File: src/rtl/core/windowed_request_pacer_with_aimd_top_macros.svh
// ---------------------------------------------------------------------------
// Assertion macros for the request pacer
// Shared concurrent assertion forms, clocked and gated by reset.
// ---------------------------------------------------------------------------
`ifndef WINDOWED_REQUEST_PACER_WITH_AIMD_TOP_MACROS_SVH
`define WINDOWED_REQUEST_PACER_WITH_AIMD_TOP_MACROS_SVH

// Same-cycle implication
`define WRPA_ASSERT_IMP(label, clk, rst_n, ante, cons) \
    label: assert property (@(posedge clk) disable iff (!(rst_n)) (ante) |-> (cons)) \
        else $error("pacer assertion failed");

// Next-cycle implication
`define WRPA_ASSERT_NEXT(label, clk, rst_n, ante, cons) \
    label: assert property (@(posedge clk) disable iff (!(rst_n)) (ante) |=> (cons)) \
        else $error("pacer assertion failed");

`endif

File: src/rtl/core/wrpa_pkg.sv
// ---------------------------------------------------------------------------
// wrpa_pkg
// Types, register map and constants of the windowed request pacer.
// ---------------------------------------------------------------------------
package wrpa_pkg;

    // Item commands
    typedef enum logic [1:0] {
        CMD_TICK    = 2'd0,
        CMD_SEND    = 2'd1,
        CMD_DATA    = 2'd2,
        CMD_TIMEOUT = 2'd3
    } cmd_t;

    // Register indexes (word address)
    typedef enum logic [1:0] {
        REG_WINDOW_INTERVAL  = 2'd0,
        REG_INITIAL_WINDOW   = 2'd1,
        REG_INITIAL_LIFETIME = 2'd2
    } reg_idx_t;

    localparam int unsigned PADDR_W = 4;

    localparam logic [15:0] WINDOW_INTERVAL_RST  = 16'd100;
    localparam logic [7:0]  INITIAL_WINDOW_RST   = 8'd5;
    localparam logic [15:0] INITIAL_LIFETIME_RST = 16'd4000;

    localparam logic [3:0]  SAMPLES_PER_BATCH = 4'd10;
    localparam logic [2:0]  CREDIT_PER_SLOT   = 3'd5;
    localparam logic [7:0]  WINDOW_MAX        = 8'd255;
    localparam logic [15:0] LIFETIME_MAX      = 16'd65535;
    localparam logic [31:0] ELAPSED_MAX       = 32'hFFFF_FFFF;

    // floor(x / 10) = (x * DIV10_MUL) >> DIV10_SHIFT, exact for x below 2^22
    localparam logic [19:0] DIV10_MUL   = 20'd838861;
    localparam int unsigned DIV10_SHIFT = 23;
    // 3 * sum at or above this gives a lifetime beyond 16 bits
    localparam logic [21:0] LIFETIME_SAT_AT = 22'd655360;

    typedef struct packed {
        cmd_t        cmd;
        logic [31:0] request_due_ms;
        logic [15:0] rtt_ms;
    } in_item_t;

    typedef struct packed {
        logic        grant;
        logic [7:0]  window_now;
        logic [7:0]  sent_in_interval;
        logic [15:0] lifetime_ms;
        logic [19:0] avg_rtt_tenths;
    } out_item_t;

    typedef struct packed {
        logic [15:0] window_interval_ms;
        logic [7:0]  initial_window;
        logic [15:0] initial_lifetime_ms;
    } cfg_t;

    typedef struct packed {
        logic [31:0] elapsed_ms;
        logic [15:0] interval_timer;
        logic [7:0]  sent_count;
        logic [7:0]  window_size;
        logic [2:0]  growth_credit;
        logic [3:0]  sample_count;
        logic [19:0] running_sum;
        logic [19:0] batch_sum;
        logic [15:0] lifetime;
    } state_t;

    // A zero window load is taken as one
    function automatic logic [7:0] load_window(input logic [7:0] v);
        return (v == 8'd0) ? 8'd1 : v;
    endfunction

endpackage

File: src/rtl/core/wrpa_step.sv
// ---------------------------------------------------------------------------
// wrpa_step
// Next-state function of the pacer for one item: interval timing, grant
// decision, batch averaging and window adjustment.
// ---------------------------------------------------------------------------
module wrpa_step
    import wrpa_pkg::*;
(
    input  cfg_t     cfg,
    input  state_t   state,
    input  in_item_t item,
    output state_t   state_next,
    output logic     grant
);

    logic [15:0] timer_inc;
    logic [3:0]  count_inc;
    logic        batch_end;
    logic [19:0] sum_inc;
    logic [19:0] batch_new;
    logic [21:0] triple_sum;
    logic [39:0] div_prod;
    logic [15:0] lifetime_new;
    logic [23:0] rtt_x100;
    logic [23:0] sum_x11;
    logic [22:0] rtt_x20;
    logic [22:0] sum_x3;
    logic        fast;
    logic        slow;
    logic [2:0]  credit_inc;
    logic [7:0]  window_half;

    // Interval timer advance
    assign timer_inc = state.interval_timer + 16'd1;

    // Batch accumulation
    assign count_inc = state.sample_count + 4'd1;
    assign batch_end = (count_inc >= SAMPLES_PER_BATCH);
    assign sum_inc   = state.running_sum + {4'd0, item.rtt_ms};
    assign batch_new = batch_end ? sum_inc : state.batch_sum;

    // Lifetime = floor(3 * sum / 10), saturated
    assign triple_sum   = {2'd0, sum_inc} + {1'b0, sum_inc, 1'b0};
    assign div_prod     = triple_sum[19:0] * DIV10_MUL;
    assign lifetime_new = (triple_sum >= LIFETIME_SAT_AT) ? LIFETIME_MAX
                                                           : div_prod[38:DIV10_SHIFT];

    // Compare sample against average: fast below 1.1x, slow above 1.5x
    assign rtt_x100 = 24'(item.rtt_ms) * 24'd100;
    assign sum_x11  = 24'(batch_new) * 24'd11;
    assign rtt_x20  = 23'(item.rtt_ms) * 23'd20;
    assign sum_x3   = 23'(batch_new) * 23'd3;
    assign fast     = (rtt_x100 < sum_x11);
    assign slow     = (rtt_x20 > sum_x3);

    assign credit_inc  = state.growth_credit + 3'd1;
    assign window_half = 8'(({1'b0, state.window_size} + 9'd1) >> 1);

    // Apply the item
    always_comb begin
        state_next = state;
        grant      = 1'b0;
        unique case (item.cmd)
            CMD_TICK: begin
                if (state.elapsed_ms != ELAPSED_MAX) begin
                    state_next.elapsed_ms = state.elapsed_ms + 32'd1;
                end
                if (timer_inc >= cfg.window_interval_ms) begin
                    state_next.interval_timer = 16'd0;
                    state_next.sent_count     = 8'd0;
                end else begin
                    state_next.interval_timer = timer_inc;
                end
            end
            CMD_SEND: begin
                if (item.request_due_ms <= state.elapsed_ms &&
                    state.sent_count < state.window_size) begin
                    grant                 = 1'b1;
                    state_next.sent_count = state.sent_count + 8'd1;
                end
            end
            CMD_DATA: begin
                if (batch_end) begin
                    state_next.batch_sum    = sum_inc;
                    state_next.running_sum  = 20'd0;
                    state_next.sample_count = 4'd0;
                    state_next.lifetime     = lifetime_new;
                end else begin
                    state_next.running_sum  = sum_inc;
                    state_next.sample_count = count_inc;
                end
                if (batch_new != 20'd0) begin
                    if (fast) begin
                        if (credit_inc >= CREDIT_PER_SLOT) begin
                            state_next.growth_credit = 3'd0;
                            if (state.window_size < WINDOW_MAX) begin
                                state_next.window_size = state.window_size + 8'd1;
                            end
                        end else begin
                            state_next.growth_credit = credit_inc;
                        end
                    end else if (slow && state.window_size > 8'd2) begin
                        state_next.window_size = state.window_size - 8'd2;
                    end
                end
            end
            CMD_TIMEOUT: begin
                if (state.window_size > 8'd1) begin
                    state_next.window_size = window_half;
                end
            end
            default: begin
                state_next = state;
            end
        endcase
    end

endmodule

File: src/rtl/core/windowed_request_pacer_with_aimd_top.sv
// ---------------------------------------------------------------------------
// windowed_request_pacer_with_aimd_top
// Request pacer with an additive-increase, multiplicative-decrease window.
// ---------------------------------------------------------------------------
// Usage:
//   s_valid/s_ready/s_data carry items: a 1 ms tick, a send request with its
//   due time, a data arrival with its round-trip time, or a timeout.
//   m_valid/m_ready/m_data return one result per item: the grant decision and
//   the window, sent count, lifetime and batch average after the update.
//   The APB port holds the interval length, the initial window and the
//   initial lifetime; writing either initial value loads it at once.
// Timing:
//   An item transfers when s_valid and s_ready are both high; its result is valid in the next cycle.
//   One item per cycle is sustained while m_ready is high: the whole state update is
//   one pass of compare, add and multiply logic between the state and result registers.
// Reset:
//   aresetn (synchronous) restores the register defaults, clears all
//   counters and sums, and empties the result register.
// Backpressure:
//   When m_ready is low with a result held, s_ready drops until the result
//   transfers; nothing is dropped or repeated.
// ---------------------------------------------------------------------------
`include "windowed_request_pacer_with_aimd_top_macros.svh"

module windowed_request_pacer_with_aimd_top
    import wrpa_pkg::*;
(
    input  logic               aclk,
    input  logic               aresetn,
    // input items
    input  logic               s_valid,
    output logic               s_ready,
    input  in_item_t           s_data,
    // results
    output logic               m_valid,
    input  logic               m_ready,
    output out_item_t          m_data,
    // configuration
    input  logic               psel,
    input  logic               penable,
    input  logic               pwrite,
    input  logic [PADDR_W-1:0] paddr,
    input  logic [31:0]        pwdata,
    output logic [31:0]        prdata,
    output logic               pready
);

    cfg_t      cfg_reg;
    state_t    state_reg;
    state_t    state_next;
    logic      grant_next;
    logic      m_valid_reg;
    out_item_t m_data_reg;
    logic      s_xfer;
    logic      cfg_wr;
    reg_idx_t  reg_idx;

    assign pready  = 1'b1;
    assign cfg_wr  = psel && penable && pwrite;
    assign reg_idx = reg_idx_t'(paddr[PADDR_W-1:2]);

    assign s_ready = !m_valid_reg || m_ready;
    assign s_xfer  = s_valid && s_ready;
    assign m_valid = m_valid_reg;
    assign m_data  = m_data_reg;

    // Register readback
    always_comb begin
        unique case (reg_idx)
            REG_WINDOW_INTERVAL:  prdata = {16'd0, cfg_reg.window_interval_ms};
            REG_INITIAL_WINDOW:   prdata = {24'd0, cfg_reg.initial_window};
            REG_INITIAL_LIFETIME: prdata = {16'd0, cfg_reg.initial_lifetime_ms};
            default:              prdata = 32'd0;
        endcase
    end

    // Per-item update
    wrpa_step u_step (
        .cfg        (cfg_reg),
        .state      (state_reg),
        .item       (s_data),
        .state_next (state_next),
        .grant      (grant_next)
    );

    // Configuration and pacer state
    always_ff @(posedge aclk) begin
        if (!aresetn) begin
            cfg_reg.window_interval_ms  <= WINDOW_INTERVAL_RST;
            cfg_reg.initial_window      <= INITIAL_WINDOW_RST;
            cfg_reg.initial_lifetime_ms <= INITIAL_LIFETIME_RST;
            state_reg.elapsed_ms        <= 32'd0;
            state_reg.interval_timer    <= 16'd0;
            state_reg.sent_count        <= 8'd0;
            state_reg.window_size       <= load_window(INITIAL_WINDOW_RST);
            state_reg.growth_credit     <= 3'd0;
            state_reg.sample_count      <= 4'd0;
            state_reg.running_sum       <= 20'd0;
            state_reg.batch_sum         <= 20'd0;
            state_reg.lifetime          <= INITIAL_LIFETIME_RST;
        end else if (cfg_wr) begin
            unique case (reg_idx)
                REG_WINDOW_INTERVAL: begin
                    cfg_reg.window_interval_ms <= pwdata[15:0];
                end
                REG_INITIAL_WINDOW: begin
                    cfg_reg.initial_window <= pwdata[7:0];
                    state_reg.window_size  <= load_window(pwdata[7:0]);
                end
                REG_INITIAL_LIFETIME: begin
                    cfg_reg.initial_lifetime_ms <= pwdata[15:0];
                    state_reg.lifetime          <= pwdata[15:0];
                end
                default: begin
                    cfg_reg <= cfg_reg;
                end
            endcase
        end else if (s_xfer) begin
            state_reg <= state_next;
        end
    end

    // Result valid: load on transfer in, clear on transfer out
    always_ff @(posedge aclk) begin
        if (!aresetn) begin
            m_valid_reg <= 1'b0;
        end else if (s_xfer) begin
            m_valid_reg <= 1'b1;
        end else if (m_ready) begin
            m_valid_reg <= 1'b0;
        end
    end

    // Result payload
    always_ff @(posedge aclk) begin
        if (s_xfer) begin
            m_data_reg.grant            <= grant_next;
            m_data_reg.window_now       <= state_next.window_size;
            m_data_reg.sent_in_interval <= state_next.sent_count;
            m_data_reg.lifetime_ms      <= state_next.lifetime;
            m_data_reg.avg_rtt_tenths   <= state_next.batch_sum;
        end
    end

    // Checks
    `WRPA_ASSERT_IMP(a_window_nonzero, aclk, aresetn, 1'b1, state_reg.window_size != 8'd0)
    `WRPA_ASSERT_IMP(a_batch_count, aclk, aresetn, 1'b1, state_reg.sample_count < SAMPLES_PER_BATCH)
    `WRPA_ASSERT_IMP(a_credit_range, aclk, aresetn, 1'b1, state_reg.growth_credit < CREDIT_PER_SLOT)
    `WRPA_ASSERT_NEXT(a_result_follows, aclk, aresetn, s_xfer, m_valid)
    `WRPA_ASSERT_IMP(a_grant_counted, aclk, aresetn, m_valid && m_data.grant, m_data.sent_in_interval != 8'd0)

endmodule
File: config.mk
export PLATFORM = sky130hd
export DESIGN_NAME = windowed_request_pacer_with_aimd_top
export DESIGN_NICKNAME = d
export VERILOG_FILES = /design/src/rtl/core/wrpa_pkg.sv /design/src/rtl/core/wrpa_step.sv /design/src/rtl/core/windowed_request_pacer_with_aimd_top.sv
export VERILOG_INCLUDE_DIRS = /design/src /design/src/rtl/core
export SDC_FILE = /design/constraint.sdc
export NUM_CORES = 1
export LEC_CHECK = 0
export BUFFER_PORTS_ARGS = -buffer_cell sky130_fd_sc_hd__buf_4
export CORE_ASPECT_RATIO = 0.8
export CORE_MARGIN = 5
export CORE_UTILIZATION = 55
export DETAILED_ROUTE_END_ITERATION = 6
export GPL_TIMING_DRIVEN = 1
export HOLD_SLACK_MARGIN = 0.08
export PLACE_DENSITY = 0.74
export SLEW_MARGIN = 20
export SYNTH_ARGS = -nofsm -noshare
export SYNTH_HDL_FRONTEND = slang
export SYNTH_SLANG_ARGS = --single-unit
File: constraint.sdc
create_clock -name aclk -period 19.7 [get_ports aclk]
set_clock_uncertainty 0.1 [all_clocks]
set_input_delay 0.985 -clock aclk [delete_from_list [all_inputs] [get_ports aclk]]
set_output_delay 0.985 -clock aclk [all_outputs]
set_load 0.05 [all_outputs]
==> flow_metrics.tcl <==
set metrics [dict create \
    run_status "finished, final reports clean" \
    hpwl_mm 59.4 \
    fin_hold_ws_ns 0.355 \
    synth_edf_count 53 \
    synthTopCellsByCount "inv_1 (520), ha_1 (498), nand2_1 (320)" \
    initialDrtViolationCount 1992 \
    synth_top_area_share_pct 23.1 \
    dieArea_sq_um 53500 \
    fmax_mhz 81.7 \
    setup_viol 0 \
    slew_headroom_pct 32.7 \
    diodes 0 \
    fp.dieH_um 208 \
    antenna_found_initial 1 \
    clk_latency_ns 0.55 \
    hp-start "cfg_reg[13]$_SDFFE_PN0P_" \
    clock_path_buffers 3 \
    pin_count 181 \
    drv_cap 0 \
    largest_reg_flops 127 \
    ant_nets 0 \
    yosysTopAreaCell "ha_1" \
    areaGrowthSynthToFinish_pct 9.06 \
    cts_tree "yes" \
    crit_path_max_incr_delay_ns 0.66 \
    hold_violations 0 \
    cp_slowest_cell "or4b_2" \
    drc_errors 0 \
    yosys.cell_types.count 90 \
    post_cts_buffers 0 \
    r2r-start "state_reg[36]$_SDFFE_PN0P_" \
    path_clk_slew_ns 0.06 \
    grt_pass1_wl_mm 120 \
    yosysMostFrequentCell "inv_1" \
    wl_per_cell_um 18.8 \
    port_buffers 145 \
    ff2ff_path_depth 44 \
    clkSinkCount 221 \
    hold_depth 2 \
    endpoint_kind "register" \
    hp-class "register to register" \
    cts_root_buf "clkbuf_16" \
    grt_setup_unrepaired "false" \
    ys_seq_area_share_pct 18.4 \
    finalInstanceArea_sq_um 29400 \
    vias 23100 \
    r2r-end "state_reg[13]$_SDFFE_PN0P_" \
    synth_area_sq_um 26900 \
    yosysWarnings 0 \
    synth_async_sr_flop_share_pct 0 \
    drive_gt1_share_pct 7.52 \
    period_share_pct 62.1 \
    wl_mm 73.9 \
    grt_pass1_vias 23200 \
    period_needed_ns 12.24 \
    core_sq_um 48400 \
    slew_violations 0 \
    htree_levels 1 \
    ys.flop_type "dfxtp_1" \
    dr.pass1.iters 5 \
    cp_data_required_time_ns 20.05 \
    die_w_um 257 \
    start_util_pct 55.7 \
    synthTopCellsByArea "ha_1 (23%), fa_1 (13%), dfxtp_1 (12%)" \
    drt-vias-per-instance 5.87 \
    grt_start_max_net_pins 75 \
    min_to "cfg_reg[13]$_SDFFE_PN0P_" \
    worstMarginPinSlew_ns 1.00 \
    ctsHoldBuffers 0 \
    cts.repair.resized 0 \
    rows 72 \
    worst-setup-path-type "input pin to register" \
    cts_made_buffers 26 \
    syn_inst 3185 \
    critPathArrivalTime_ns 12.59 \
    nNetsFinal 4052 \
    cp_max_fo 6 \
    critPathMostFrequentCell "fa_1" \
    placement.cell_area_sq_um 28600 \
    gp_congestion 0.942 \
    final.fill_count 4155 \
    grt_use_total_pct 26.9 \
    synth-seq-cells 221 \
    fin_setup_tns_ns 0 \
    critPathLaunchType "input pin" \
    synth_area_per_cell_sq_um 8.46 \
    grt.overflow.total 0 \
    rrSetupSlack_ns 7.77 \
]
[worst max-delay path by stage]
stage | startpoint | end | slack [ns] | cells after the start
final | s_data[0] | state_reg[13]$_SDFFE_PN0P_ | 7.46 | 45
after global routing | s_data[0] | state_reg[10]$_SDFFE_PN1P_ | 6.79 | 43
after CTS | s_data[0] | state_reg[13]$_SDFFE_PN0P_ | 7.67 | 45
after detailed placement | s_data[0] | state_reg[13]$_SDFFE_PN0P_ | 7.16 | 45
after global placement | s_data[0] | state_reg[13]$_SDFFE_PN0P_ | 7.36 | 45
after floorplan | s_data[0] | state_reg[10]$_SDFFE_PN1P_ | 9.00 | 44
[per-stage QoR]
| stage | instances | util (%) | setup slack, ns |
|---|---|---|---|
| 2_1_floorplan | 3200 | - | 9.00 |
| 3_3_place_gp | 3891 | 59.0 | 7.36 |
| 3_5_place_dp | 3891 | 59.0 | 7.16 |
| 4_1_cts | 3939 | 60.7 | 7.67 |
| 5_1_grt | 3939 | 60.7 | 6.79 |
| 6_report | 3939 | 60.7 | 7.46 |
[cell usage in the layout, fill, tap and decap left out, drive strengths merged, types with 12 or more instances in the layout]
| master | netlist | layout |
|---|---|---|
| a21boi | 21 | 21 |
| nand2b | 29 | 29 |
| o21ai | 130 | 130 |
| edfxtp | 53 | 53 |
| and3 | 30 | 30 |
| nor4 | 19 | 19 |
| conb | 2 | 17 |
| nor2b | 27 | 27 |
| o22ai | 24 | 24 |
| xnor2 | 112 | 112 |
| a211oi | 18 | 18 |
| nor3 | 54 | 54 |
| nand3 | 64 | 64 |
| clkbuf | 63 | 33 |
| ha | 498 | 498 |
| a21oi | 206 | 206 |
| xor2 | 47 | 47 |
| o21bai | 17 | 17 |
| a31oi | 21 | 21 |
| o211ai | 20 | 20 |
| fa | 171 | 171 |
| nor2 | 174 | 174 |
| and2 | 14 | 14 |
| clkinv | 1 | 12 |
| mux2i | 32 | 32 |
| inv | 520 | 522 |
| buf | 33 | 158 |
| nand2 | 320 | 320 |
| dfxtp | 168 | 168 |
| o21a | 21 | 21 |
| a22oi | 17 | 17 |
| a21o | 54 | 54 |
| nand4 | 34 | 34 |
[final cells by class]
cell class              count  area (sq um)  area share [%]
clock buffers              33           708            2.41
clock inverters            15           113           0.383
inverters                 521          1960            6.67
multi-input cells        2362         19700            67.0
flip-flops and latches    221          4950            16.9
well taps                 629           787            2.68
repair buffers            158          1190            4.04
[worst max-delay path: cells and delay by family]
family	cells	cell delay (ns)
compound gates	20	4.54
xor+xnor	2	0.74
fa+ha+maj	11	4.50
buf+inv	6	0.44
simple gates	6	1.37
[layer usage]
layer	track usage, %	part of all wire (%)	up-vias
li1	-	-	11000
met1	38.2	45	11100
met3	3.38	7.3	97
met2	44.6	46	852
met5	0	0	-
met4	5.21	1.9	0
[kinds of logic (layout without fill, tap and decap cells)]
kind of cell               after synthesis  in the layout  synth area share (%)
other                                    2             17                0.0279
xor gates and xnor gates               159            159                  5.20
and+or+nand+nor                        823            823                  14.3
AOI/OAI and AO/OA                      654            654                  15.8
adders and majority gates              669            669                  35.8
DFF                                    221            221                  18.4
muxes                                   40             40                  1.52
buffers and inverters                  617            727                  8.88
Power is left out: the tool's default activity adds up to more than one toggle a clock period on the data nets, which glitch-free logic cannot reach.
